### config.mk
export PLATFORM = sky130hd
export DESIGN_NAME = msp_frame_receiver_flat
export DESIGN_NICKNAME = d
export VERILOG_FILES = /design/src/design/mspfr_pkg.sv /design/src/design/mspfr_if.sv /design/src/design/msp_frame_receiver.sv /design/src/design/mspfr_frame_buf.sv /design/src/flat_wrapper.sv
export SDC_FILE = /design/constraint.sdc
export NUM_CORES = 1
export LEC_CHECK = 0
export ABC_CLOCK_PERIOD_IN_PS = 4300
export BUFFER_PORTS_ARGS = -buffer_cell sky130_fd_sc_hd__clkbuf_2
export CAP_MARGIN = 30
export CORE_UTILIZATION = 62
export DETAILED_ROUTE_END_ITERATION = 10
export PLACE_DENSITY = 0.88
export SYNTH_ARGS = -nofsm -noshare
export SYNTH_HDL_FRONTEND = slang
export SYNTH_HIERARCHICAL = 1
export SYNTH_SLANG_ARGS = --single-unit
export TNS_END_PERCENT = 20
### constraint.sdc
create_clock -name clk_i -period 4.3 [get_ports clk_i]
set_clock_uncertainty 0.2 [all_clocks]
set_input_delay 0.645 -clock clk_i [delete_from_list [all_inputs] [get_ports clk_i]]
set_output_delay 0.645 -clock clk_i [all_outputs]
set_load 0.01 [all_outputs]
### src/design/mspfr_pkg.sv
// Shared types and constants of the MSP frame receiver.
// No dependencies; imported by every other file of the block but the macros header.
`timescale 1ns / 1ps

package mspfr_pkg;

  localparam int BYTE_W = 8;
  localparam int LEN_W  = 6;
  localparam int IDX_W  = 5;

  localparam int DEFAULT_PAYLOAD_DEPTH = 32;

  localparam logic [BYTE_W-1:0] ASCII_DOLLAR = 8'h24;
  localparam logic [BYTE_W-1:0] ASCII_M      = 8'h4D;
  localparam logic [BYTE_W-1:0] ASCII_LT     = 8'h3C;

  typedef enum logic [2:0] {
    ST_IDLE    = 3'd0,
    ST_DOLLAR  = 3'd1,
    ST_M       = 3'd2,
    ST_ARROW   = 3'd3,
    ST_SIZE    = 3'd4,
    ST_PAYLOAD = 3'd5
  } parse_state_e;

  // Payload store write from the parser.
  typedef struct packed {
    logic              en;
    logic [LEN_W-1:0]  addr;
    logic [BYTE_W-1:0] data;
  } store_wr_t;

  // Frame release from the parser to the readout.
  typedef struct packed {
    logic              en;
    logic [BYTE_W-1:0] cmd;
    logic [LEN_W-1:0]  len;
  } frame_start_t;

endpackage

### src/design/mspfr_if.sv
// Valid/ready channel interfaces of the MSP frame receiver.
// Depends on mspfr_pkg for field widths.
`timescale 1ns / 1ps

interface mspfr_rx_if
  import mspfr_pkg::*;
();
  logic              valid;
  logic              ready;
  logic [BYTE_W-1:0] rx_byte;

  modport source (output valid, output rx_byte, input ready);
  modport sink   (input valid, input rx_byte, output ready);
endinterface

interface mspfr_res_if
  import mspfr_pkg::*;
();
  logic              valid;
  logic              ready;
  logic [BYTE_W-1:0] command_code;
  logic [LEN_W-1:0]  payload_length;
  logic              has_payload;
  logic [IDX_W-1:0]  byte_index;
  logic [BYTE_W-1:0] payload_byte;
  logic              last;

  modport source (output valid, output command_code, output payload_length,
                  output has_payload, output byte_index, output payload_byte,
                  output last, input ready);
  modport sink   (input valid, input command_code, input payload_length,
                  input has_payload, input byte_index, input payload_byte,
                  input last, output ready);
endinterface

### src/design/msp_frame_receiver.sv
// Top level of the MSP frame receiver: header/size/checksum parser.
// Depends on mspfr_pkg, mspfr_if and mspfr_frame_buf.
`timescale 1ns / 1ps

// MSP v1 request frame receiver. Feed received serial bytes, one per rx_i
// word, and take one res_o word per payload byte of every frame that
// passes its checksum ('$' 'M' '<' size command payload checksum, checksum
// the XOR of size, command and payload). A bad header byte, a size above
// PAYLOAD_DEPTH or a bad checksum drops the frame with no output and the
// parser goes back to hunting for '$'. An empty frame gives one word with
// has_payload low. Each word carries the command and length, byte_index
// and last marks the final word of the frame. Rate: while a frame is being
// parsed, one byte is taken every cycle. After a good checksum byte, rx_i
// ready stays low while the payload is read back out of the store, one
// entry per cycle through its single read port while res_o does not stall.
// The output register lets the last word of a frame wait on res_o while the
// next frame's bytes come in. The store needs no clearing pass after reset:
// only entries written in the current frame are read.
module msp_frame_receiver
  import mspfr_pkg::*;
#(
  parameter int PAYLOAD_DEPTH = DEFAULT_PAYLOAD_DEPTH
) (
  input  logic        clk_i,
  input  logic        rst_ni,
  mspfr_rx_if.sink    rx_i,
  mspfr_res_if.source res_o
);

  localparam logic [BYTE_W-1:0] DepthByte = BYTE_W'(PAYLOAD_DEPTH);
  localparam logic [LEN_W-1:0]  DepthLen  = LEN_W'(PAYLOAD_DEPTH);

  parse_state_e      state_q, state_d;
  logic [LEN_W-1:0]  len_q, len_d;
  logic [LEN_W-1:0]  cnt_q, cnt_d;
  logic [BYTE_W-1:0] csum_q, csum_d;
  logic [BYTE_W-1:0] cmd_q, cmd_d;

  logic              busy;
  logic              acc;
  logic [BYTE_W-1:0] c;
  store_wr_t         wr;
  frame_start_t      start;

  // State register.
  always_ff @(posedge clk_i or negedge rst_ni) begin
    if (!rst_ni) begin
      state_q <= ST_IDLE;
    end else begin
      state_q <= state_d;
    end
  end

  // Frame bookkeeping.
  always_ff @(posedge clk_i or negedge rst_ni) begin
    if (!rst_ni) begin
      len_q  <= '0;
      cnt_q  <= '0;
      csum_q <= '0;
      cmd_q  <= '0;
    end else begin
      len_q  <= len_d;
      cnt_q  <= cnt_d;
      csum_q <= csum_d;
      cmd_q  <= cmd_d;
    end
  end

  always_comb begin
    c       = rx_i.rx_byte;
    acc     = rx_i.valid && !busy;
    state_d = state_q;
    len_d   = len_q;
    cnt_d   = cnt_q;
    csum_d  = csum_q;
    cmd_d   = cmd_q;

    wr.en      = 1'b0;
    wr.addr    = cnt_q;
    wr.data    = c;
    start.en   = 1'b0;
    start.cmd  = cmd_q;
    start.len  = len_q;

    if (acc) begin
      case (state_q)
        ST_DOLLAR: begin
          state_d = (c == ASCII_M) ? ST_M : ST_IDLE;
        end
        ST_M: begin
          state_d = (c == ASCII_LT) ? ST_ARROW : ST_IDLE;
        end
        ST_ARROW: begin
          // Drop an oversized frame; the size byte is not a new '$'.
          if (c > DepthByte) begin
            state_d = ST_IDLE;
          end else begin
            len_d   = c[LEN_W-1:0];
            csum_d  = c;
            cnt_d   = '0;
            state_d = ST_SIZE;
          end
        end
        ST_SIZE: begin
          csum_d  = csum_q ^ c;
          cmd_d   = c;
          state_d = ST_PAYLOAD;
        end
        ST_PAYLOAD: begin
          if (cnt_q < len_q && cnt_q < DepthLen) begin
            // Store the payload byte and fold it into the checksum.
            wr.en  = 1'b1;
            csum_d = csum_q ^ c;
            cnt_d  = cnt_q + LEN_W'(1);
          end else begin
            // Checksum byte: release the frame on a match, drop it otherwise.
            start.en = (csum_q == c);
            state_d  = ST_IDLE;
          end
        end
        default: begin
          state_d = (c == ASCII_DOLLAR) ? ST_DOLLAR : ST_IDLE;
        end
      endcase
    end
  end

  // Hold input while a released frame is being read out of the store.
  assign rx_i.ready = !busy;

  mspfr_frame_buf #(
    .PAYLOAD_DEPTH (PAYLOAD_DEPTH)
  ) u_frame_buf (
    .clk_i   (clk_i),
    .rst_ni  (rst_ni),
    .wr_i    (wr),
    .start_i (start),
    .busy_o  (busy),
    .res_o   (res_o)
  );

endmodule

### src/design/mspfr_frame_buf.sv
// Payload store and frame readout of the MSP frame receiver.
// Depends on mspfr_pkg and mspfr_if.
`timescale 1ns / 1ps

module mspfr_frame_buf
  import mspfr_pkg::*;
#(
  parameter int PAYLOAD_DEPTH = DEFAULT_PAYLOAD_DEPTH
) (
  input  logic              clk_i,
  input  logic              rst_ni,
  input  store_wr_t         wr_i,
  input  frame_start_t      start_i,
  output logic              busy_o,
  mspfr_res_if.source       res_o
);

  localparam int AW = (PAYLOAD_DEPTH > 1) ? $clog2(PAYLOAD_DEPTH) : 1;

  logic [BYTE_W-1:0] mem [PAYLOAD_DEPTH];
  logic [BYTE_W-1:0] rdata_q;

  logic              act_q, act_d;
  logic [LEN_W-1:0]  iss_q, iss_d;
  logic [BYTE_W-1:0] cmd_q, cmd_d;
  logic [LEN_W-1:0]  len_q, len_d;

  logic              s1_valid_q, s1_valid_d;
  logic [IDX_W-1:0]  s1_idx_q, s1_idx_d;
  logic              s1_has_q, s1_has_d;
  logic              s1_last_q, s1_last_d;

  logic              out_valid_q, out_valid_d;
  logic [BYTE_W-1:0] out_cmd_q, out_cmd_d;
  logic [LEN_W-1:0]  out_len_q, out_len_d;
  logic              out_has_q, out_has_d;
  logic [IDX_W-1:0]  out_idx_q, out_idx_d;
  logic [BYTE_W-1:0] out_byte_q, out_byte_d;
  logic              out_last_q, out_last_d;

  logic [LEN_W-1:0]  total;
  logic              s1_move;
  logic              issue;
  logic              rd_en;

  always_comb begin
    total   = (len_q == '0) ? LEN_W'(1) : len_q;
    s1_move = s1_valid_q && (!out_valid_q || res_o.ready);
    issue   = act_q && (!s1_valid_q || s1_move);
    rd_en   = issue && (len_q != '0);

    act_d       = act_q;
    iss_d       = iss_q;
    cmd_d       = cmd_q;
    len_d       = len_q;
    s1_valid_d  = s1_valid_q;
    s1_idx_d    = s1_idx_q;
    s1_has_d    = s1_has_q;
    s1_last_d   = s1_last_q;
    out_valid_d = out_valid_q;
    out_cmd_d   = out_cmd_q;
    out_len_d   = out_len_q;
    out_has_d   = out_has_q;
    out_idx_d   = out_idx_q;
    out_byte_d  = out_byte_q;
    out_last_d  = out_last_q;

    if (start_i.en) begin
      act_d = 1'b1;
      iss_d = '0;
      cmd_d = start_i.cmd;
      len_d = start_i.len;
    end

    // Drain the read stage into the output register.
    if (s1_move) begin
      out_valid_d = 1'b1;
      out_cmd_d   = cmd_q;
      out_len_d   = len_q;
      out_has_d   = s1_has_q;
      out_idx_d   = s1_idx_q;
      out_byte_d  = s1_has_q ? rdata_q : '0;
      out_last_d  = s1_last_q;
      s1_valid_d  = 1'b0;
    end else if (out_valid_q && res_o.ready) begin
      out_valid_d = 1'b0;
    end

    // Issue the next store read; an empty frame issues one dataless word.
    if (issue) begin
      s1_valid_d = 1'b1;
      s1_idx_d   = iss_q[IDX_W-1:0];
      s1_has_d   = (len_q != '0);
      s1_last_d  = (iss_q + LEN_W'(1) == total);
      iss_d      = iss_q + LEN_W'(1);
      if (iss_q + LEN_W'(1) == total) begin
        act_d = 1'b0;
      end
    end
  end

  always_ff @(posedge clk_i) begin
    if (wr_i.en) begin
      mem[wr_i.addr[AW-1:0]] <= wr_i.data;
    end
    if (rd_en) begin
      rdata_q <= mem[iss_q[AW-1:0]];
    end
  end

  always_ff @(posedge clk_i or negedge rst_ni) begin
    if (!rst_ni) begin
      act_q       <= 1'b0;
      iss_q       <= '0;
      s1_valid_q  <= 1'b0;
      out_valid_q <= 1'b0;
    end else begin
      act_q       <= act_d;
      iss_q       <= iss_d;
      s1_valid_q  <= s1_valid_d;
      out_valid_q <= out_valid_d;
    end
  end

  always_ff @(posedge clk_i) begin
    cmd_q      <= cmd_d;
    len_q      <= len_d;
    s1_idx_q   <= s1_idx_d;
    s1_has_q   <= s1_has_d;
    s1_last_q  <= s1_last_d;
    out_cmd_q  <= out_cmd_d;
    out_len_q  <= out_len_d;
    out_has_q  <= out_has_d;
    out_idx_q  <= out_idx_d;
    out_byte_q <= out_byte_d;
    out_last_q <= out_last_d;
  end

  assign busy_o               = act_q || s1_valid_q;
  assign res_o.valid          = out_valid_q;
  assign res_o.command_code   = out_cmd_q;
  assign res_o.payload_length = out_len_q;
  assign res_o.has_payload    = out_has_q;
  assign res_o.byte_index     = out_idx_q;
  assign res_o.payload_byte   = out_byte_q;
  assign res_o.last           = out_last_q;

endmodule

### src/flat_wrapper.sv
// flat-port wrapper written by rule: the top's interface ports become plain ports
module msp_frame_receiver_flat import mspfr_pkg::*;
#(
  parameter int PAYLOAD_DEPTH = DEFAULT_PAYLOAD_DEPTH
)
  (clk_i, rst_ni, rx_i_valid, rx_i_rx_byte, rx_i_ready, res_o_valid, res_o_command_code, res_o_payload_length, res_o_has_payload, res_o_byte_index, res_o_payload_byte, res_o_last, res_o_ready);
  mspfr_rx_if rx_i_i ();
  mspfr_res_if res_o_i ();
  input  logic clk_i;
  input  logic rst_ni;
  input wire logic [$bits(rx_i_i.valid)-1:0] rx_i_valid;
  input wire logic [$bits(rx_i_i.rx_byte)-1:0] rx_i_rx_byte;
  output wire logic [$bits(rx_i_i.ready)-1:0] rx_i_ready;
  output wire logic [$bits(res_o_i.valid)-1:0] res_o_valid;
  output wire logic [$bits(res_o_i.command_code)-1:0] res_o_command_code;
  output wire logic [$bits(res_o_i.payload_length)-1:0] res_o_payload_length;
  output wire logic [$bits(res_o_i.has_payload)-1:0] res_o_has_payload;
  output wire logic [$bits(res_o_i.byte_index)-1:0] res_o_byte_index;
  output wire logic [$bits(res_o_i.payload_byte)-1:0] res_o_payload_byte;
  output wire logic [$bits(res_o_i.last)-1:0] res_o_last;
  input wire logic [$bits(res_o_i.ready)-1:0] res_o_ready;
  assign rx_i_i.valid = rx_i_valid;
  assign rx_i_i.rx_byte = rx_i_rx_byte;
  assign rx_i_ready = rx_i_i.ready;
  assign res_o_valid = res_o_i.valid;
  assign res_o_command_code = res_o_i.command_code;
  assign res_o_payload_length = res_o_i.payload_length;
  assign res_o_has_payload = res_o_i.has_payload;
  assign res_o_byte_index = res_o_i.byte_index;
  assign res_o_payload_byte = res_o_i.payload_byte;
  assign res_o_last = res_o_i.last;
  assign res_o_i.ready = res_o_ready;
  msp_frame_receiver #(.PAYLOAD_DEPTH(PAYLOAD_DEPTH)) u_core (.clk_i(clk_i), .rst_ni(rst_ni), .rx_i(rx_i_i), .res_o(res_o_i));
endmodule
## Yosys cells after proc, flatten, opt, wreduce, memory -nomap -nowiden

Memory sizes are Yosys's and may differ from the RTL's. A register that Yosys moved wholly into a read port is not among the register bits.
Cells that the tools add are included.

| word-level totals | value |
|---|---|
| register bits after elaboration | 90 |
| RAM bits | 256 |
| output and inout port bits | 31 |
| memories kept | 1 |

Memories:

| memory | words | bits a word | rd ports | clocked after memory_dff | wr ports | RTL line | text |
|---|---|---|---|---|---|---|---|
| u_core.u_frame_buf.mem | 32 | 8 | 1 | 1 | 1 | mspfr_frame_buf.sv:20 | `logic [BYTE_W-1:0] mem [PAYLOAD_DEPTH];` |

| operators by class | value |
|---|---|
| reductions and logical operators | 24 |
| order comparisons | 3 |
| bitwise logic cells | 2 |
| equality and inequality tests | 13 |
| add/sub/neg operators | 2 |
| multiplexer cells | 30 |

Operator list:

| kind | count |
|---|---|
| 6-bit 2-to-1 mux | 5 |
| 8-bit case mux with 3 select lines | 1 |
| 8-bit by 6-bit == test with 1-bit output (second input constant) | 2 |
| 1-bit 2-to-1 mux | 16 |
| 8-bit 2-to-1 mux | 2 |
| 3-bit case mux with 5 select lines | 1 |
| 6-bit by 1-bit adder with 6-bit output (second input constant) | 2 |
| 6-bit case mux with 2 select lines | 1 |
| 8-bit by 7-bit == test with 1-bit output (second input constant) | 1 |
| 8-bit == test | 1 |
| 8-bit by 6-bit greater-than comparator with 1-bit output (second input constant) | 1 |
| 4-bit AND reduction | 2 |
| 2-bit nonzero test | 4 |
| 8-bit XOR | 1 |
| 3-bit by 2-bit == test with 1-bit output (second input constant) | 2 |
| 3-bit == test (second input constant) | 2 |
| 6-bit == test | 1 |
| 1-bit logical AND | 6 |
| 6-bit logical NOT | 1 |
| 6-bit less-than comparator | 1 |
| 6-bit less-than comparator (second input constant) | 1 |
| 3-bit 2-to-1 mux | 2 |
| 6-bit nonzero test | 1 |
| 2-bit 2-to-1 mux | 2 |
| other kinds (9) | 15 |

## Depth between registers and ports, before layout

| logic depth | value |
|---|---|
| depth in word-level cells | 8 |
| mapped depth | 9 |
| gate-level depth less buffers | 8 |

## Modules after synthesis

The synthesis kept the hierarchy.

Modules (own cells, without submodules):

| module | cells each | sequential area each (µm²) | area an instance (µm²) | instances |
|---|---|---|---|---|
| mspfr_frame_buf | 656 | 9654.3 | 12482.0 | 1 |
| msp_frame_receiver | 193 | 775.7 | 1926.8 | 1 |

## Least setup slack after synthesis

Ideal clock, no wire load.

| timing path | value |
|---|---|
| path kind | register to register |
| start point | register u_core.cnt_q[3] |
| end point | register u_core.u_frame_buf.iss_q[4] |
| path slack | 0.936 ns |
| library setup time | 0.118 ns |
| period minus slack after synthesis | 3.364 ns |
| data arrival time | 3.045 ns |
| cell stages (with the launch flop) | 8 |
| path buffers | 1 |
| cell sequence | dfrtp_1 > ha_1 > nand4_1 > o21a_1 > buf_2 > nor3_1 > o21ai_0 > a21o_1 |

RTL lines:

| element | RTL line | text |
|---|---|---|
| from (decl) | msp_frame_receiver.sv:35 | `logic [LEN_W-1:0] cnt_q, cnt_d;` |
| from (signal assigned) | msp_frame_receiver.sv:63 | `cnt_q <= cnt_d;` |
| to (signal assigned) | mspfr_frame_buf.sv:119 | `iss_q <= iss_d;` |
| to (decl) | mspfr_frame_buf.sv:24 | `logic [LEN_W-1:0] iss_q, iss_d;` |

==> out/metrics.csv <==
stage,metric,value,unit
status,outcome,"finished, final reports clean",
worst_hold_path,min_path_cells,0,
timing,setup_tns,0,ns
setup_path,critPathCaptureType,flip-flop,
timing,timing.final.crit_share,86.2,%
pwr,max-vdd-ir-drop,0.253,mV
clock_tree,clock-sinks,354,
timing,min_period,3.71,ns
routing,routedWlPerCell,26.9,um
clock_tree,cts_buffers,34,
synth,synthSimpleGateAreaFrac,7.04,%
clock_tree,clk_latency,0.52,ns
synth,synth_compound_gate_area_share,5.61,%
setup_path,crit_fanout,14,
clock_tree,cts_tree,yes,
cells_and_area,fillers,1345,
synth,synth_commonest_cells,"edfxtp_1 (314), mux2i_1 (75), dfrtp_1 (40), nor2_1 (38), nand2_1 (37)",
cells_and_area,seqCellArea,10400,um^2
synth,synth-seq-cells,354,
floorplan,coreArea,22700,um^2
routing,drt_iter0_markers,1150,
timing,slew_viol_final,0,
worst_hold_path,min_from,u_core/u_frame_buf/s1_idx_q[3],
setup_path,slowest_stage,nor2_1,
timing,hold_viol_final,0,
synth,synthMuxAreaShare,11.1,%
routing,vias_per_cell,6.69,
clock_tree,cts-root-buf,clkbuf_16,
floorplan,die_w,154,um
clock_tree,clk_pin_slew,0.06,ns
floorplan,initial_core_util,63.4,%
timing,setup-violations-final,0,
synth,yosysWarnings,6,
pwr,p_int,5.56,mW
setup_path,path_cells,"ha_1, a21o_1, a31oi_2, o2111a_1, nand3b_1, nor2_1",
cells_and_area,area_delta_synth_final,11.1,%
synth,yosysMostFrequentCell,edfxtp_1,
clock_tree,ctsResizeCount,0,
pwr,power_frac_seq,53.9,%
setup_path,cp_slowest_stage_delay,0.83,ns
cells_and_area,nets,921,
synth,synth_area_leader_cell,edfxtp_1,
timing,timing.fmax,0.270,GHz
worst_hold_path,hold_path_class,flip-flop to flip-flop,
run,maxCapViolCount,0,
cells_and_area,layout-drive-gt1-share,18.9,%
floorplan,die-area,23900,um^2
synth,ys_async_sr_fraction,11.3,%
place,port-buffer-count,42,
floorplan,die_y,154,um
cells_and_area,multiInputGateArea,3660,um^2
setup_path,crit_start,u_core/cnt_q[3],
pwr,p_switching,1.44,mW
clock_tree,cts_buffer_depth,3,
setup_path,r2r_cells,6,
grt,antenna_found_initial,0,
grt,grt_use_total,28.3,%
routing,drtPass1Iterations,5,
pwr,p_leak,5.24,nW
routing,ant_nets,0,
synth,synth_top_family_by_area,multiplexers,
synth,yosys.area.top_type_share,65.4,%
synth,synth_fa_ha_area_share,0.608,%
pwr,cellPowerDensity,437,nW/um^2
grt,grt-ovfl-total,0,
synth,syn_inst,849,
grt,grt_max_degree,68,
setup_path,startpoint_type,flip-flop,
synth,synth_edf_count,314,
place,dpl_cell_area,14900,um^2
timing,relSlewSlack,27.6,%
synth,ys_seq_area_share,72.4,%
synth,synth-main-ff-cell,edfxtp_1,
place,gp_congestion,0.966,
synth,syn_area,14400,um^2
setup_path,critPathArrivalTime,3.65,ns
synth,syn_avg_cell_area,17.0,um^2
timing,tightestPinTransition,1.08,ns
grt,grt_pass1_wl,48.5,mm
clock_tree,htree_levels,2,
routing,num_vias,8121,
synth,syn_nets,868,
cells_and_area,fin_area,16000,um^2
synth,yosysUniqueCellTypes,72,
setup_path,path_class,flip-flop to flip-flop,
grt,grt_pass1_vias,7806,
routing,totalWireLength,32.6,mm
routing,drcViolationCount,0,
floorplan,rows,55,
synth,yosys-top-cells-area,"edfxtp_1 (65%), dfrtp_1 (6.9%), mux2i_1 (5.2%), mux4_2 (5.0%), a22oi_1 (1.3%)",
pwr,p_sw_share,20.6,%
synth,synth_xor_area_share,1.07,%
setup_path,crit_required,4.25,ns
place,dp_hpwl,20.4,mm
pwr,p_clk_share,41.6,%
pwr,power_frac_comb,4.5,%
setup_path,r2r_start,u_core/cnt_q[3],
floorplan,ios,43,
timing,rsz0062_at_grt,false,
cells_and_area,insertedDiodeCount,0,
-- worst max-delay path: cells and delay by family, from the launching register on --
family                   cells  cell delay, ns
flip-flops                   1            0.55
AO/OA/AOI/OAI                3            0.87
AND/OR/NAND/NOR              2            1.39
adder cells (fa/ha/maj)      1            0.32
-- routing by layer --
layer / GRT usage (%) / part of all wire, % / vias up
li1: - / - / 3431
met1: 38.0 / 38 / 4050
met2: 45.9 / 49 / 529
met3: 5.27 / 9.2 / 111
met4: 12.0 / 4.4 / 0
met5: 0 / 0 / -
-- cell families after synthesis --
family / after synthesis
compound gates: 108
xor+xnor: 16
fa+ha+maj: 7
buf+inv: 63
flops: 354
mux: 118
simple gates: 183
-- what timing repair did --
item,CTS,global route
hold buffers,1,0
hold endpoints to repair,14,0
buffers inserted,0,0
-- cells in the final DEF (no fill, tap or decap), drive strengths merged, types with 3 or more instances in the layout --
cell	instances
edfxtp	314
clkbuf	86
mux2i	75
dfrtp	40
nor2	39
nand2	37
mux4	32
a22oi	24
nand3	22
and2	20
inv	19
buf	19
a21oi	16
o21ai	13
nand2b	12
nor2b	12
clkinv	12
mux2	11
xnor2	10
nand3b	10
a211oi	10
o311ai	8
nor3	8
o2111ai	7
o221ai	7
ha	7
xor2	5
a31oi	5
nand4	4
nor4	4
bufinv	3
a21o	3
and3	3
or3b	3
-- state kept, by name, summed over array words and instances, names as in the netlist --
| name | count |
|---|---|
| u_core/u_frame_buf/res_o.payload_byte | 8 |
| u_core/state_q | 3 |
| u_core/u_frame_buf/cmd_q | 8 |
| u_core/u_frame_buf/rdata_q | 8 |
| u_core/u_frame_buf/s1_idx_q | 5 |
| u_core/u_frame_buf/act_q | 1 |
| u_core/u_frame_buf/res_o.payload_length | 6 |
| u_core/u_frame_buf/s1_has_q | 1 |
| u_core/u_frame_buf/res_o.has_payload | 1 |
| u_core/u_frame_buf/mem | 256 |
| u_core/u_frame_buf/s1_valid_q | 1 |
| u_core/u_frame_buf/len_q | 6 |
| u_core/u_frame_buf/s1_last_q | 1 |
| u_core/u_frame_buf/res_o.last | 1 |
| u_core/u_frame_buf/res_o.byte_index | 5 |
| u_core/u_frame_buf/iss_q | 6 |
| u_core/len_q | 6 |
| u_core/u_frame_buf/res_o.valid | 1 |
| u_core/u_frame_buf/res_o.command_code | 8 |
| u_core/cnt_q | 6 |
| u_core/csum_q | 8 |
| u_core/cmd_q | 8 |
-- power groups by stage --
stage / Combinational [mW] / Clock [mW] / Sequential (mW)
3_5_place_dp: 0.309 / 0 / 3.85
4_1_cts: 0.316 / 2.94 / 3.78
3_3_place_gp: 0.301 / 0 / 3.85
5_1_grt: 0.334 / 3.07 / 3.78
6_report: 0.318 / 2.91 / 3.77
2_1_floorplan: 0.223 / 0 / 3.82
-- path summary, 6_finish.rpt --
kind	endpoint	slack, ns
min reg2reg	u_core/u_frame_buf/res_o.byte_index[3]	0.22
max	u_core/u_frame_buf/mem[29][2]	0.59
max in group asynchronous	u_core/u_frame_buf/iss_q[0]	2.99
max reg2reg	u_core/u_frame_buf/mem[29][2]	0.59
min in group asynchronous	u_core/csum_q[4]	0.40
min	u_core/u_frame_buf/res_o.byte_index[3]	0.22
-- stage by stage --
stage | total power [mW] | cells | hold WS (ns) | util [%] | setup WS [ns]
floorplan | 4.04 | 849 | 0.149 | - | 0.936
global placement | 4.15 | 1148 | 0.203 | 65.5 | 0.871
detailed placement | 4.16 | 1150 | 0.206 | 65.6 | 0.695
CTS | 7.03 | 1213 | 0.220 | 70.5 | 0.656
global route | 7.18 | 1213 | 0.223 | 70.5 | 0.474
finish | 7.00 | 1213 | 0.219 | 70.5 | 0.595
-- final cells by class --
class | count | area share, %
well taps | 285 | 2.23
multi-input cells | 432 | 22.9
clock buffers | 44 | 5.67
flip-flops and latches | 354 | 65.2
inverters | 18 | 0.422
clock inverters | 18 | 1.17
repair buffers | 62 | 2.47
(Power assumes the default switching activity.)
